### config.mk
export PLATFORM = sky130hd
export DESIGN_NAME = mailbox_ring_queue_core
export DESIGN_NICKNAME = d
export VERILOG_FILES = /design/src/design/mrq_pkg.sv /design/src/design/mrq_ram.sv /design/src/design/mrq_ctrl.sv /design/src/design/mrq_datapath.sv /design/src/design/mailbox_ring_queue_core.sv
export SDC_FILE = /design/constraint.sdc
export NUM_CORES = 1
export LEC_CHECK = 0
export BUFFER_PORTS_ARGS = -buffer_cell sky130_fd_sc_hd__buf_2
export CAP_MARGIN = 40
export CORE_ASPECT_RATIO = 0.9
export CORE_MARGIN = 3
export CORE_UTILIZATION = 60
export CTS_CLUSTER_SIZE = 25
export DETAILED_ROUTE_END_ITERATION = 7
export MAX_ROUTING_LAYER = met4
export PLACE_DENSITY = 0.78
export SYNTH_ARGS = -nofsm -noshare
export SYNTH_HDL_FRONTEND = slang
export SYNTH_SLANG_ARGS = --single-unit
### constraint.sdc
create_clock -name clk -period 4.8 [get_ports clk]
set_input_delay 0.48 -clock clk [delete_from_list [all_inputs] [get_ports clk]]
set_output_delay 0.48 -clock clk [all_outputs]
set_load 0.01 [all_outputs]
### src/design/mrq_pkg.sv
// Shared types, constants and helpers for the mailbox ring queue.
// Used by the controller, the datapath and the top level; depends on nothing.
package mrq_pkg;

  localparam int DEPTH     = 16;
  localparam int MSG_WIDTH = 32;
  localparam int PTR_W     = $clog2(DEPTH);
  localparam int CNT_W     = $clog2(DEPTH + 1);
  localparam int CAP_W     = 5;
  localparam int OP_W      = 2;
  localparam int STATUS_W  = 3;

  // Operation codes
  localparam logic [OP_W-1:0] OP_POST   = 2'd0;
  localparam logic [OP_W-1:0] OP_URGENT = 2'd1;
  localparam logic [OP_W-1:0] OP_TAKE   = 2'd2;
  localparam logic [OP_W-1:0] OP_CLEAR  = 2'd3;

  // Result status codes
  localparam logic [STATUS_W-1:0] ST_DONE    = 3'd0;
  localparam logic [STATUS_W-1:0] ST_EMPTY   = 3'd1;
  localparam logic [STATUS_W-1:0] ST_FULL    = 3'd2;
  localparam logic [STATUS_W-1:0] ST_HANDED  = 3'd3;
  localparam logic [STATUS_W-1:0] ST_REFUSED = 3'd4;

  // Commands from the controller to the datapath
  typedef struct packed {
    logic exec;      // operation transfers in this cycle
    logic load_now;  // load result register from the operation itself
    logic load_ram;  // load result register from the ring read data
  } mrq_cmd_t;

  // Status from the datapath to the controller
  typedef struct packed {
    logic take_hit;  // incoming operation is a take that pops an entry
  } mrq_sts_t;

  // Step a ring position, wrapping to zero at the live capacity
  function automatic logic [PTR_W-1:0] mrq_advance(input logic [PTR_W-1:0] pos,
                                                   input logic [CNT_W-1:0] cap);
    logic [CNT_W-1:0] sum;
    sum = CNT_W'(pos) + CNT_W'(1);
    if (sum >= cap) begin
      return '0;
    end
    return sum[PTR_W-1:0];
  endfunction

endpackage

### src/design/mrq_ram.sv
// Generic single-write, single-read RAM with registered read data.
// Stand-alone; no package dependency.
module mrq_ram #(
  parameter int WIDTH = 32,
  parameter int DEPTH = 16
) (
  input  logic                     clk,
  input  logic                     wr_en,
  input  logic [$clog2(DEPTH)-1:0] wr_addr,
  input  logic [WIDTH-1:0]         wr_data,
  input  logic                     rd_en,
  input  logic [$clog2(DEPTH)-1:0] rd_addr,
  output logic [WIDTH-1:0]         rd_data
);

  logic [WIDTH-1:0] mem [DEPTH];

  // Write port
  always_ff @(posedge clk) begin
    if (wr_en) begin
      mem[wr_addr] <= wr_data;
    end
  end

  // Registered read port
  always_ff @(posedge clk) begin
    if (rd_en) begin
      rd_data <= mem[rd_addr];
    end
  end

endmodule

### src/design/mrq_ctrl.sv
// Controller for the mailbox ring queue: input handshake, read wait state,
// result valid. Depends on mrq_pkg for command and status types.
module mrq_ctrl
  import mrq_pkg::*;
(
  input  logic     clk,
  input  logic     rst,
  input  logic     in_valid,
  output logic     in_stall,
  output logic     out_valid,
  input  logic     out_stall,
  input  mrq_sts_t sts,
  output mrq_cmd_t cmd
);

  localparam logic S_IDLE = 1'b0;
  localparam logic S_READ = 1'b1;

  logic state;
  logic state_next;
  logic out_valid_next;
  logic accept;

  // Hold input while a take waits on the ring or the result is stalled
  assign in_stall = (state != S_IDLE) || (out_valid && out_stall);
  assign accept   = in_valid && !in_stall;

  assign cmd.exec     = accept;
  assign cmd.load_now = accept && !sts.take_hit;
  assign cmd.load_ram = (state == S_READ);

  // Advance the state machine
  always_comb begin
    state_next = state;
    unique case (state)
      S_IDLE: begin
        if (accept && sts.take_hit) begin
          state_next = S_READ;
        end
      end
      S_READ: begin
        state_next = S_IDLE;
      end
      default: begin
        state_next = S_IDLE;
      end
    endcase
  end

  // Set result valid on load, drop it on transfer
  always_comb begin
    out_valid_next = out_valid;
    if (cmd.load_now || cmd.load_ram) begin
      out_valid_next = 1'b1;
    end else if (out_valid && !out_stall) begin
      out_valid_next = 1'b0;
    end
  end

  always_ff @(posedge clk) begin
    if (rst) begin
      state     <= S_IDLE;
      out_valid <= 1'b0;
    end else begin
      state     <= state_next;
      out_valid <= out_valid_next;
    end
  end

endmodule

### src/design/mrq_datapath.sv
// Datapath for the mailbox ring queue: positions, count, capacity register,
// ring storage and result register. Depends on mrq_pkg and mrq_ram.
module mrq_datapath
  import mrq_pkg::*;
(
  input  logic                 clk,
  input  logic                 rst,
  input  logic                 cfg_wr_en,
  input  logic [CAP_W-1:0]     cfg_wr_data,
  input  logic [OP_W-1:0]      op,
  input  logic [MSG_WIDTH-1:0] message,
  input  logic                 waiter_present,
  input  mrq_cmd_t             cmd,
  output mrq_sts_t             sts,
  output logic [STATUS_W-1:0]  status,
  output logic [MSG_WIDTH-1:0] message_out,
  output logic [CNT_W-1:0]     fill_count
);

  logic [CAP_W-1:0]     capacity_reg;
  logic [PTR_W-1:0]     rd_pos;
  logic [PTR_W-1:0]     wr_pos;
  logic [CNT_W-1:0]     held;
  logic [PTR_W-1:0]     rd_pos_next;
  logic [PTR_W-1:0]     wr_pos_next;
  logic [CNT_W-1:0]     held_next;
  logic [CNT_W-1:0]     cap;
  logic [PTR_W-1:0]     rd_pos_back;
  logic [STATUS_W-1:0]  res_status;
  logic [MSG_WIDTH-1:0] res_msg;
  logic                 ram_wr_en;
  logic [PTR_W-1:0]     ram_wr_addr;
  logic                 ram_rd_en;
  logic [MSG_WIDTH-1:0] ram_rd_data;
  logic                 is_post;

  // Clamp the capacity register to 1..DEPTH
  always_comb begin
    if (capacity_reg == '0) begin
      cap = CNT_W'(1);
    end else if (capacity_reg > CAP_W'(DEPTH)) begin
      cap = CNT_W'(DEPTH);
    end else begin
      cap = CNT_W'(capacity_reg);
    end
  end

  assign rd_pos_back = (rd_pos == '0) ? PTR_W'(cap - CNT_W'(1)) : rd_pos - PTR_W'(1);
  assign is_post     = (op == OP_POST) || (op == OP_URGENT);
  assign sts.take_hit = (op == OP_TAKE) && (held != '0);

  // Work out the next ring state and the immediate result
  always_comb begin
    rd_pos_next = rd_pos;
    wr_pos_next = wr_pos;
    held_next   = held;
    res_status  = ST_DONE;
    res_msg     = '0;
    ram_wr_en   = 1'b0;
    ram_wr_addr = wr_pos;
    ram_rd_en   = 1'b0;
    if (is_post) begin
      if (waiter_present) begin
        res_status = ST_HANDED;
        res_msg    = message;
      end else if (held >= cap) begin
        res_status = ST_FULL;
      end else if (op == OP_URGENT) begin
        rd_pos_next = rd_pos_back;
        ram_wr_en   = 1'b1;
        ram_wr_addr = rd_pos_back;
        held_next   = held + CNT_W'(1);
      end else begin
        ram_wr_en   = 1'b1;
        wr_pos_next = mrq_advance(wr_pos, cap);
        held_next   = held + CNT_W'(1);
      end
    end else if (op == OP_TAKE) begin
      if (held == '0) begin
        res_status = ST_EMPTY;
      end else begin
        ram_rd_en   = 1'b1;
        rd_pos_next = mrq_advance(rd_pos, cap);
        held_next   = held - CNT_W'(1);
      end
    end else begin
      if (waiter_present) begin
        res_status = ST_REFUSED;
      end else begin
        rd_pos_next = '0;
        wr_pos_next = '0;
        held_next   = '0;
      end
    end
  end

  // Update capacity, positions and count
  always_ff @(posedge clk) begin
    if (rst) begin
      capacity_reg <= CAP_W'(DEPTH);
      rd_pos       <= '0;
      wr_pos       <= '0;
      held         <= '0;
    end else begin
      if (cfg_wr_en) begin
        capacity_reg <= cfg_wr_data;
      end
      if (cmd.exec) begin
        rd_pos <= rd_pos_next;
        wr_pos <= wr_pos_next;
        held   <= held_next;
      end
    end
  end

  // Load the result register
  always_ff @(posedge clk) begin
    if (cmd.load_now) begin
      status      <= res_status;
      message_out <= res_msg;
      fill_count  <= held_next;
    end else if (cmd.load_ram) begin
      status      <= ST_DONE;
      message_out <= ram_rd_data;
      fill_count  <= held;
    end
  end

  mrq_ram #(
    .WIDTH (MSG_WIDTH),
    .DEPTH (DEPTH)
  ) u_ring (
    .clk     (clk),
    .wr_en   (cmd.exec && ram_wr_en),
    .wr_addr (ram_wr_addr),
    .wr_data (message),
    .rd_en   (cmd.exec && ram_rd_en),
    .rd_addr (rd_pos),
    .rd_data (ram_rd_data)
  );

endmodule

### src/design/mailbox_ring_queue_core.sv
// Top level of the mailbox ring queue: controller plus datapath.
// Depends on mrq_pkg, mrq_ctrl, mrq_datapath and mrq_ram.
//
// Usage:
//   Input channel (in_valid / in_stall) carries one operation: op, message,
//   waiter_present. Output channel (out_valid / out_stall) returns exactly one
//   result per operation: status, message_out, fill_count. The user must write
//   the capacity register with cfg_wr_en/cfg_wr_data while idle; not enforced.
// Results and throughput:
//   Post, urgent post, clear and a take on an empty ring: result is valid in
//   the cycle after the transfer; a new operation can follow every cycle
//   unless the result is stalled. A take that pops a message: result passes
//   the ring RAM's registered read port, then the result register.
// Stalls:
//   The result register holds its value while out_stall is high; the input
//   stalls only while that register is full and stalled, or a pop is reading.
// Reset:
//   rst (synchronous) empties the ring, zeroes both positions and sets the
//   capacity to the full depth of 16. Ring contents are not cleared.
module mailbox_ring_queue_core
  import mrq_pkg::*;
(
  input  logic                 clk,
  input  logic                 rst,
  input  logic                 cfg_wr_en,
  input  logic [CAP_W-1:0]     cfg_wr_data,
  input  logic                 in_valid,
  output logic                 in_stall,
  input  logic [OP_W-1:0]      op,
  input  logic [MSG_WIDTH-1:0] message,
  input  logic                 waiter_present,
  output logic                 out_valid,
  input  logic                 out_stall,
  output logic [STATUS_W-1:0]  status,
  output logic [MSG_WIDTH-1:0] message_out,
  output logic [CNT_W-1:0]     fill_count
);

  mrq_cmd_t cmd;
  mrq_sts_t sts;

  mrq_ctrl u_ctrl (
    .clk       (clk),
    .rst       (rst),
    .in_valid  (in_valid),
    .in_stall  (in_stall),
    .out_valid (out_valid),
    .out_stall (out_stall),
    .sts       (sts),
    .cmd       (cmd)
  );

  mrq_datapath u_dp (
    .clk            (clk),
    .rst            (rst),
    .cfg_wr_en      (cfg_wr_en),
    .cfg_wr_data    (cfg_wr_data),
    .op             (op),
    .message        (message),
    .waiter_present (waiter_present),
    .cmd            (cmd),
    .sts            (sts),
    .status         (status),
    .message_out    (message_out),
    .fill_count     (fill_count)
  );

endmodule

======== After elaboration in Yosys (flattened, before gate mapping) ========
Memory sizes are Yosys's and may differ from the RTL's. A register that Yosys moved wholly into a read port is not among the register bits.
Index checks and enable logic that the tools add are counted.
word-level totals
  register bits after elaboration ......... 60
  input bits .............................. 45
  memories ................................ 1
  RAM bits ................................ 512
cells by class
  add/sub/neg operators ................... 6
  mux-type cells .......................... 64
  reduce and logical (&&, ||, !) cells .... 23
  bitwise logic cells ..................... 1
  equal/unequal tests ..................... 9
  $lt $le $gt $ge ......................... 4
memory list
  name             depth  bits a word  read ports  clocked after Yosys merged registers in  wr ports  line           RTL
  u_dp.u_ring.mem  16     32           1           1                                        1         mrq_ram.sv:16  logic [WIDTH-1:0] mem [DEPTH];
operator list
  operator                                               count
  2-to-1 mux 32 bit                                      4
  2-to-1 mux 4 bit                                       21
  2-to-1 mux 5 bit                                       10
  2-to-1 mux 1 bit                                       21
  2-to-1 mux 3 bit                                       6
  >= comparator 5 bit                                    3
  AND reduction 6 bit                                    2
  adder 4 x 1 -> 5 bit, second input constant            2
  zero test 5 bit                                        2
  logical AND 1 bit                                      8
  inequality test 2 bit, second input constant           4
  subtractor 4 x 1 -> 4 bit, second input constant       2
  adder 5 x 1 -> 5 bit, second input constant            1
  greater-than comparator 5 bit, second input constant   1
  nonzero test 5 bit                                     1
  subtractor 5 x 1 -> 5 bit, second input constant       1
  zero test 4 bit                                        1
  inequality test 2 x 1 -> 1 bit, second input constant  2
  nonzero test 2 bit                                     2
  zero test 1 bit                                        3
  logical OR 1 bit                                       3
  inequality test 3 x 2 -> 1 bit, second input constant  1
  == test 2 x 1 -> 1 bit, second input constant          1
  == test 2 bit, second input constant                   1
  4 further kinds                                        4

======== Logic depth before layout (Yosys ltp) ========
Gate-level depths: netlist of run 1.
  depth after elaboration ................. 14
  gate-level depth with buffers ........... 11
  depth with buffers taken out ............ 10

======== Cells and area by module ========
Synthesis of run 1 repeated with hierarchy kept, for this count alone.
unflattened totals
  cell total of the unflattened synthesis .. 1,235
  area, all modules ....................... 23,824.1 sq um
modules (own cells, without submodules)
  module        seq. area each (sq um)  cells each  times used  area an instance (sq um)
  mrq_ram       16,335.7                838         1           20,155.6
  mrq_datapath  1,561.5                 385         1           3,562.2
  mrq_ctrl      40.0                    12          1           106.4

======== Least setup slack after synthesis of run 1 ========
OpenSTA, ideal clock, no wires.
  kind .................................... reg-to-reg
  start point ............................. register u_dp.rd_pos[0]
  end point ............................... memory u_dp.u_ring.mem[0][0] (enable)
  setup time .............................. 0.421 ns
  slack ................................... 0.727 ns
  stages on the path, launching flop included .. 12
  clock period less this slack ............ 4.073 ns
  required time ........................... 4.379 ns
  data arrival time ....................... 3.652 ns
  cell sequence ........................... dfxtp_1 clkbuf_1 inv_1 ha_1 nor3b_4 nor2_1 a21oi_1 ha_1 xor2_1 a22o_1 or3b_4 nor2_1
between the ends
  longest elaborated chain between the ends .. 6
RTL lines
  element                                                       line                 RTL
  start: declaration                                            mrq_datapath.sv:21   logic [PTR_W-1:0] rd_pos;
  start signal: assignment                                      mrq_datapath.sv:109  rd_pos <= rd_pos_next;
  subtractor 4 x 1 -> 4 bit or zero test 4 bit (tied branches)  mrq_datapath.sv:48   assign rd_pos_back = (rd_pos == '0) ? PTR_W'(cap - CNT_W'(1)) : rd_pos - PTR_W'(1);
  2-to-1 mux 4 bit *                                            mrq_datapath.sv:48
  2-to-1 mux 4 bit *                                            mrq_datapath.sv:68   end else if (op == OP_URGENT) begin
  2-to-1 mux 4 bit *                                            mrq_datapath.sv:66   end else if (held >= cap) begin
  2-to-1 mux 4 bit *                                            mrq_datapath.sv:63   if (waiter_present) begin
  2-to-1 mux 4 bit *                                            mrq_datapath.sv:62   if (is_post) begin
  end: declaration                                              mrq_ram.sv:16
Every way passes the cells marked *; elsewhere a longest branch is shown, timed or not.

======== Worst setup path after layout of run 1 ========
  start point ............................. register u_dp.capacity_reg[4]
  end point ............................... memory u_dp.u_ring.mem[2][10] (enable)
between the ends
  longest elaborated chain between the ends .. 10
RTL lines
  element                                 line                 RTL
  start: declaration                      mrq_datapath.sv:20   logic [CAP_W-1:0] capacity_reg;
  start signal: assignment                mrq_datapath.sv:100  capacity_reg <= CAP_W'(DEPTH);
  start signal: assignment                mrq_datapath.sv:106  capacity_reg <= cfg_wr_data;
  greater-than comparator 5 bit           mrq_datapath.sv:41   end else if (capacity_reg > CAP_W'(DEPTH)) begin
  2-to-1 mux 5 bit                        mrq_datapath.sv:41
  2-to-1 mux 5 bit *                      mrq_datapath.sv:39   if (capacity_reg == '0) begin
  >= comparator 5 bit                     mrq_datapath.sv:66
  2-to-1 mux 1 bit                        mrq_datapath.sv:66
  2-to-1 mux 1 bit                        mrq_datapath.sv:63
  2-to-1 mux 1 bit                        mrq_datapath.sv:62
  logical AND 1 bit                       mrq_datapath.sv:134  .wr_en (cmd.exec && ram_wr_en),
  2-to-1 mux 1 bit                        mrq_ram.sv:20        if (wr_en) begin
  2-to-1 mux 1 bit (implied by the code)  mrq_ram.sv:21        mem[wr_addr] <= wr_data;
Marks and branches as above.

==> impl_results.md, run 1 <==
* Die footprint at 42100 sq um
* Leading area contributor after synthesis: edfxtp_1
* Post-detail-place hpwl at 29.6 mm
* Post-synth EDFFs at 584
* Bufs on Longest Clock Path at 3
* Sequential-to-total area share from yosys stat at 0.753
* Power Density at 409 nW/um^2
* Leakage at 0.00872 uW
* Peak supply drop at 0.334 mV
* Commonest cells after routing, fill and taps aside: edfxtp_1 (584), mux4_2 (160), buf_2 (86)
* Syn nets at 1227
* RSZ-0062 raised after global routing: no
* First drt pass iteration count at 5
* Top_reg_cell synth: edfxtp_1
* Crit path max fanout at 22
* Tmin final at 4.06 ns
* Setup tns final at 0 ns
* Die W at 216 um
* Core footprint at 38800 sq um
* Max Cap Viol at 0
* Status: finished clean
* Total CTS buffers at 56
* # diodes at 0
* Hold path startpoint: cfg_wr_data[3]
* FMAX at 0.246 GHz
* Largest net degree at the start of global routing at 91
* Mapped Cells at 1162
* FFs w/ async S/R, synth at 0
* Final Hold Fails at 0
* Hold bufs inserted after CTS at 0
* HP Class: in -> reg
* Final setup margin at 0.742 ns
* R2R depth at 10
* Final #Nets at 1347
* Critical path class: reg -> reg
* Post-synth cell types at 63
* Yosys reg bits at 604
* Reg2reg setup slack at 0.74 ns
* Most common cell after layout, fill and taps aside: edfxtp_1
* GRT Total Usage at 0.267
* Max Slew Vio Count at 0
* Least-Margin Pin Slew at 0.981 ns
* Drt wl/cell at 28.6 um
* Clk root buf: clkbuf_16
* Post-DR vias/cell at 6.48
* Final setup viols at 0
* Setup WS pre-CTS at 0.831 ns
* Clk Latency, worst-skew pair at 0.62 ns
* Area added between synthesis and finish at 12.9%
* Worst setup EP type: flop
* Postcts setup bufs at 0
* Clk slew on worst S/H paths at 0.06 ns
* Antenna viol nets, final at 0
* Largest regs: u_dp.u_ring.mem x512, u_dp.message_out x32, u_dp.u_ring.rd_data x32
* Crit path arrival time at 4.35 ns
* Hold endpoint: u_dp.capacity_reg[3]
* Clock skew at 0.0278 ns
* Clk sinks at 604
* Max FFs per register at 512
* Tcrit/Tclk final at 0.845
* Final WL at 53.0 mm
* Die height at 195 um
* CP Data Required Time at 5.10 ns
* Antenna violations before repair at 0
* Final GP Congestion at 0.867
* Io pins at 87
* Ys Warns at 0
* H-tree Lvls at 2
* Reg-to-reg startpoint: u_dp.capacity_reg[4]
* TritonCTS clock tree: built
* Overall power at 11000 uW
* PostCTS Resize Cnt at 0
* Worst hold stages at 3
* Netlist Area Pre-Place at 23800 sq um
* Largest cells by area after synthesis: edfxtp_1 (74%), mux4_2 (15%), dfxtp_1 (1.7%)
* Grt total ovfl at 0
* Initial Utilization at 0.614
* Vias in the first global route at 12400
* Vias at 12000
* Largest reg by FF count: u_dp.u_ring.mem
* Share of cells above drive strength 1 at 0.299
* CP startpoint kind: flop
* First-pass GRT wire length at 80.4 mm
* RR Endpoint: u_dp.u_ring.mem[2][10]
* Rel. slew slack at 0.346
* Remaining DRCs at 0
* PortBufs at 86
* Fillers at 2343
* Average cell area after synthesis at 20.5 sq um
* Synth top area share at 0.737
* Drt first-iter violations at 1264
* Cell Rows at 68
-- area by class of cell --
class | instances | area (sq um) | area share
Multi-Input combinational cell | 481 | 5670 | 0.211
Clock buffer | 69 | 1450 | 0.0539
Tap cell | 525 | 657 | 0.0244
Clock inverter | 33 | 260 | 0.00968
Sequential cell | 604 | 17900 | 0.668
Inverter | 18 | 67.6 | 0.00251
Timing Repair Buffer | 121 | 836 | 0.0311
-- through the flow --
step                      std cells  hold WS (ns)   util  instance area, sq um
after global routing           1851         0.126  0.693                 26900
after global placement         1743         0.487  0.645                 25000
after floorplan                1162         0.464      -                 23800
final                          1851         0.108  0.693                 26900
after detailed placement       1749         0.490  0.649                 25200
after CTS                      1851        0.0836  0.693                 26900
-- synthesized netlist by cell type (9+ instances only) --
| cell | instances |
|---|---|
| dfxtp_1 | 20 |
| a21oi_1 | 14 |
| nand3_1 | 40 |
| ha_1 | 20 |
| edfxtp_1 | 584 |
| buf_2 | 22 |
| clkbuf_1 | 27 |
| nor2_1 | 46 |
| mux4_2 | 160 |
| nand2_1 | 80 |
| o21ai_0 | 9 |
| inv_1 | 17 |
-- worst max-delay path, stage by stage (launching register included) --
cell and delay [ns]:
dfxtp_1 0.34, inv_1 0.21, o21a_1 0.30, ha_1 0.27, nand2b_1 0.16, and3_1 0.19
o31ai_2 0.47, nand2_1 0.24, mux2i_1 0.37, nor2_4 0.80, buf_4 0.37
-- worst max path at each step --
stage	from	end	slack, ns	depth (start not counted)
after floorplan	u_dp.rd_pos[0]	u_dp.u_ring.mem[0][0]	0.73	11
after global placement	u_dp.capacity_reg[2]	u_dp.u_ring.mem[2][14]	0.98	10
after detailed placement	u_dp.capacity_reg[4]	u_dp.u_ring.mem[2][14]	0.83	10
after global routing	u_dp.capacity_reg[4]	u_dp.u_ring.mem[2][5]	0.60	10
after CTS	u_dp.capacity_reg[4]	u_dp.u_ring.mem[2][10]	0.78	10
final	u_dp.capacity_reg[4]	u_dp.u_ring.mem[2][10]	0.74	10
-- power by group --
part / leakage (uW) / internal, uW / switching [uW]
combinational: 0.00242 / 388 / 519
sequential: 0.00545 / 5870 / 26.9
clock: 0.000841 / 2310 / 1870
total: 0.00872 / 8570 / 2420
-- layer usage --
layer / up-vias / wire length, um / global-route usage
li1: 5024 / - / -
met1: 6243 / 21100 / 0.367
met2: 640 / 26400 / 0.423
met3: 94 / 4100 / 0.0428
met4: 0 / 1360 / 0.0827
met5: - / 0 / -
-- cells by family (layout without fill, tap and decap cells) --
kind of cell	Yosys count	after routing	synth area share
compound gates	73	73	0.0226
xor+xnor	6	6	0.00221
fa+ha+maj	22	22	0.0114
buf+inv	77	241	0.0142
flops	604	604	0.753
mux	168	168	0.155
simple gates	212	212	0.0415
Note: power is estimated with default switching activity, not from simulation.
==> run 2, diff against run 1 <==
--- a/config.mk
+++ b/config.mk
@@ -9,11 +9,11 @@
 export CAP_MARGIN = 40
 export CORE_ASPECT_RATIO = 0.9
 export CORE_MARGIN = 3
-export CORE_UTILIZATION = 60
+export CORE_UTILIZATION = 55
 export CTS_CLUSTER_SIZE = 25
 export DETAILED_ROUTE_END_ITERATION = 7
 export MAX_ROUTING_LAYER = met4
-export PLACE_DENSITY = 0.78
+export PLACE_DENSITY = 0.75
 export SYNTH_ARGS = -nofsm -noshare
 export SYNTH_HDL_FRONTEND = slang
 export SYNTH_SLANG_ARGS = --single-unit
==> constraint.sdc (replaced) <==
create_clock -name clk -period 3.7 [get_ports clk]
set_input_delay 0.37 -clock clk [delete_from_list [all_inputs] [get_ports clk]]
set_output_delay 0.37 -clock clk [all_outputs]
set_load 0.01 [all_outputs]
==> impl_results.md, run 2 (synthesis gave the netlist of run 1 again) <==
* Total CTS buffers at 56
* Clk sinks at 604
* Post-detail-place hpwl at 30.5 mm
* Core footprint at 42300 sq um
* PostCTS Resize Cnt at 0
* Leakage at 0.00892 uW
* Initial Utilization at 0.563
* GRT Total Usage at 0.242
* CP Data Required Time at 3.99 ns
* Reg-to-reg startpoint: u_dp.rd_pos[0]
* Most common cell after layout, fill and taps aside: edfxtp_1
* Drt first-iter violations at 1462
* Max FFs per register at 512
* Io pins at 87
* CP startpoint kind: flop
* Die W at 225 um
* Hold path startpoint: cfg_wr_en
* Cell Rows at 71
* Die footprint at 45800 sq um
* Remaining DRCs at 0
* Max Slew Vio Count at 0
* Status: finished clean
* Antenna violations before repair at 0
* Grt total ovfl at 0
* Hold bufs inserted after CTS at 5
* Critical path class: reg -> reg
* TritonCTS clock tree: built
* Antenna viol nets, final at 0
* Reg2reg setup slack at 0.26 ns
* Final #Nets at 1374
* Worst setup EP type: flop
* Post-Place Cell Area at 25500 sq um
* First drt pass iteration count at 5
* Least-Margin Pin Slew at 0.908 ns
* Clk Latency, worst-skew pair at 0.61 ns
* Crit path arrival time at 3.73 ns
* # diodes at 0
* Power Density at 535 nW/um^2
* Final setup margin at 0.262 ns
* Area added between synthesis and finish at 15.0%
* Vias in the first global route at 12300
* Tmin final at 3.44 ns
* Largest net degree at the start of global routing at 83
* Drt wl/cell at 27.4 um
* RSZ-0062 raised after global routing: no
* Largest regs: u_dp.u_ring.mem x512, u_dp.message_out x32, u_dp.u_ring.rd_data x32
* Largest reg by FF count: u_dp.u_ring.mem
* Final Hold Fails at 0
* Post-DR vias/cell at 6.25
* First-pass GRT wire length at 78.6 mm
* Finished Cell Area at 27400 sq um
* Commonest cells after routing, fill and taps aside: edfxtp_1 (584), mux4_2 (160), buf_2 (86)
* H-tree Lvls at 2
* Final GP Congestion at 0.834
* Max Cap Viol at 0
* Clock skew at 0.0249 ns
* Postcts setup bufs at 0
* Clk root buf: clkbuf_16
* Final WL at 52.1 mm
* Vias at 11900
* Crit path from: u_dp.rd_pos[0]
* Bufs on Longest Clock Path at 3
* Die height at 203 um
* Setup WS pre-CTS at 0.299 ns
* Crit path max fanout at 18
* Overall power at 14600 uW
* WHS at 0.0890 ns
* PortBufs at 86
* FMAX at 0.291 GHz
* Tcrit/Tclk final at 0.929
* Clk slew on worst S/H paths at 0.06 ns
* Final setup viols at 0
* Rel. slew slack at 0.395
* Peak supply drop at 0.394 mV
* HP Class: in -> reg
* Share of cells above drive strength 1 at 0.312
run 2: critical path: stages, from the launching register on:
cell	delay [ns]
dfxtp_4	0.35
inv_1	0.13
ha_1	0.24
nor3b_4	0.31
nor2_1	0.07
a21oi_1	0.21
ha_1	0.20
xor2_1	0.09
o21ai_0	0.38
or3b_4	0.51
nor2_4	0.37
buf_12	0.24
run 2: metrics by stage:
step | util | setup TNS (ns) | std cells
after global routing | 0.647 | 0 | 1901
final | 0.647 | 0 | 1901
after detailed placement | 0.602 | 0 | 1793
after CTS | 0.647 | 0 | 1901
after floorplan | - | -47.69 | 1162
after global placement | 0.601 | 0 | 1789
run 2: layout make-up:
type | count | area, sq um
clock buffers | 68 | 1470
clock inverters | 35 | 384
fillers | 2749 | 14900
inverters | 18 | 67.6
multi-input cells | 481 | 5670
flip-flops and latches | 604 | 17900
well taps | 547 | 684
repair buffers | 148 | 1150
run 2: worst paths after layout:
path	endpoint	cells after the start
worst max-delay path	u_dp.u_ring.mem[5][16]	11
worst min-delay path	u_dp.capacity_reg[4]	2
worst max register to register	u_dp.u_ring.mem[5][16]	11
worst min register to register	u_dp.message_out[9]	2
run 2: metal layers:
layer / wire length, um / share of wire / vias up / global-route usage
met4: 1660 / 0.032 / 0 / 0.0819
met5: 0 / 0 / - / -
met2: 24900 / 0.48 / 510 / 0.366
met1: 21500 / 0.41 / 6190 / 0.343
li1: - / - / 5076 / -
met3: 4050 / 0.078 / 96 / 0.0419
run 2: report_power, final:
| group | switching (uW) | leakage, uW | internal, uW |
|---|---|---|---|
| registers | 36.5 | 0.00545 | 7610 |
| logic | 666 | 0.00258 | 516 |
| clock network | 2420 | 0.000889 | 3380 |
| total | 3130 | 0.00892 | 11500 |
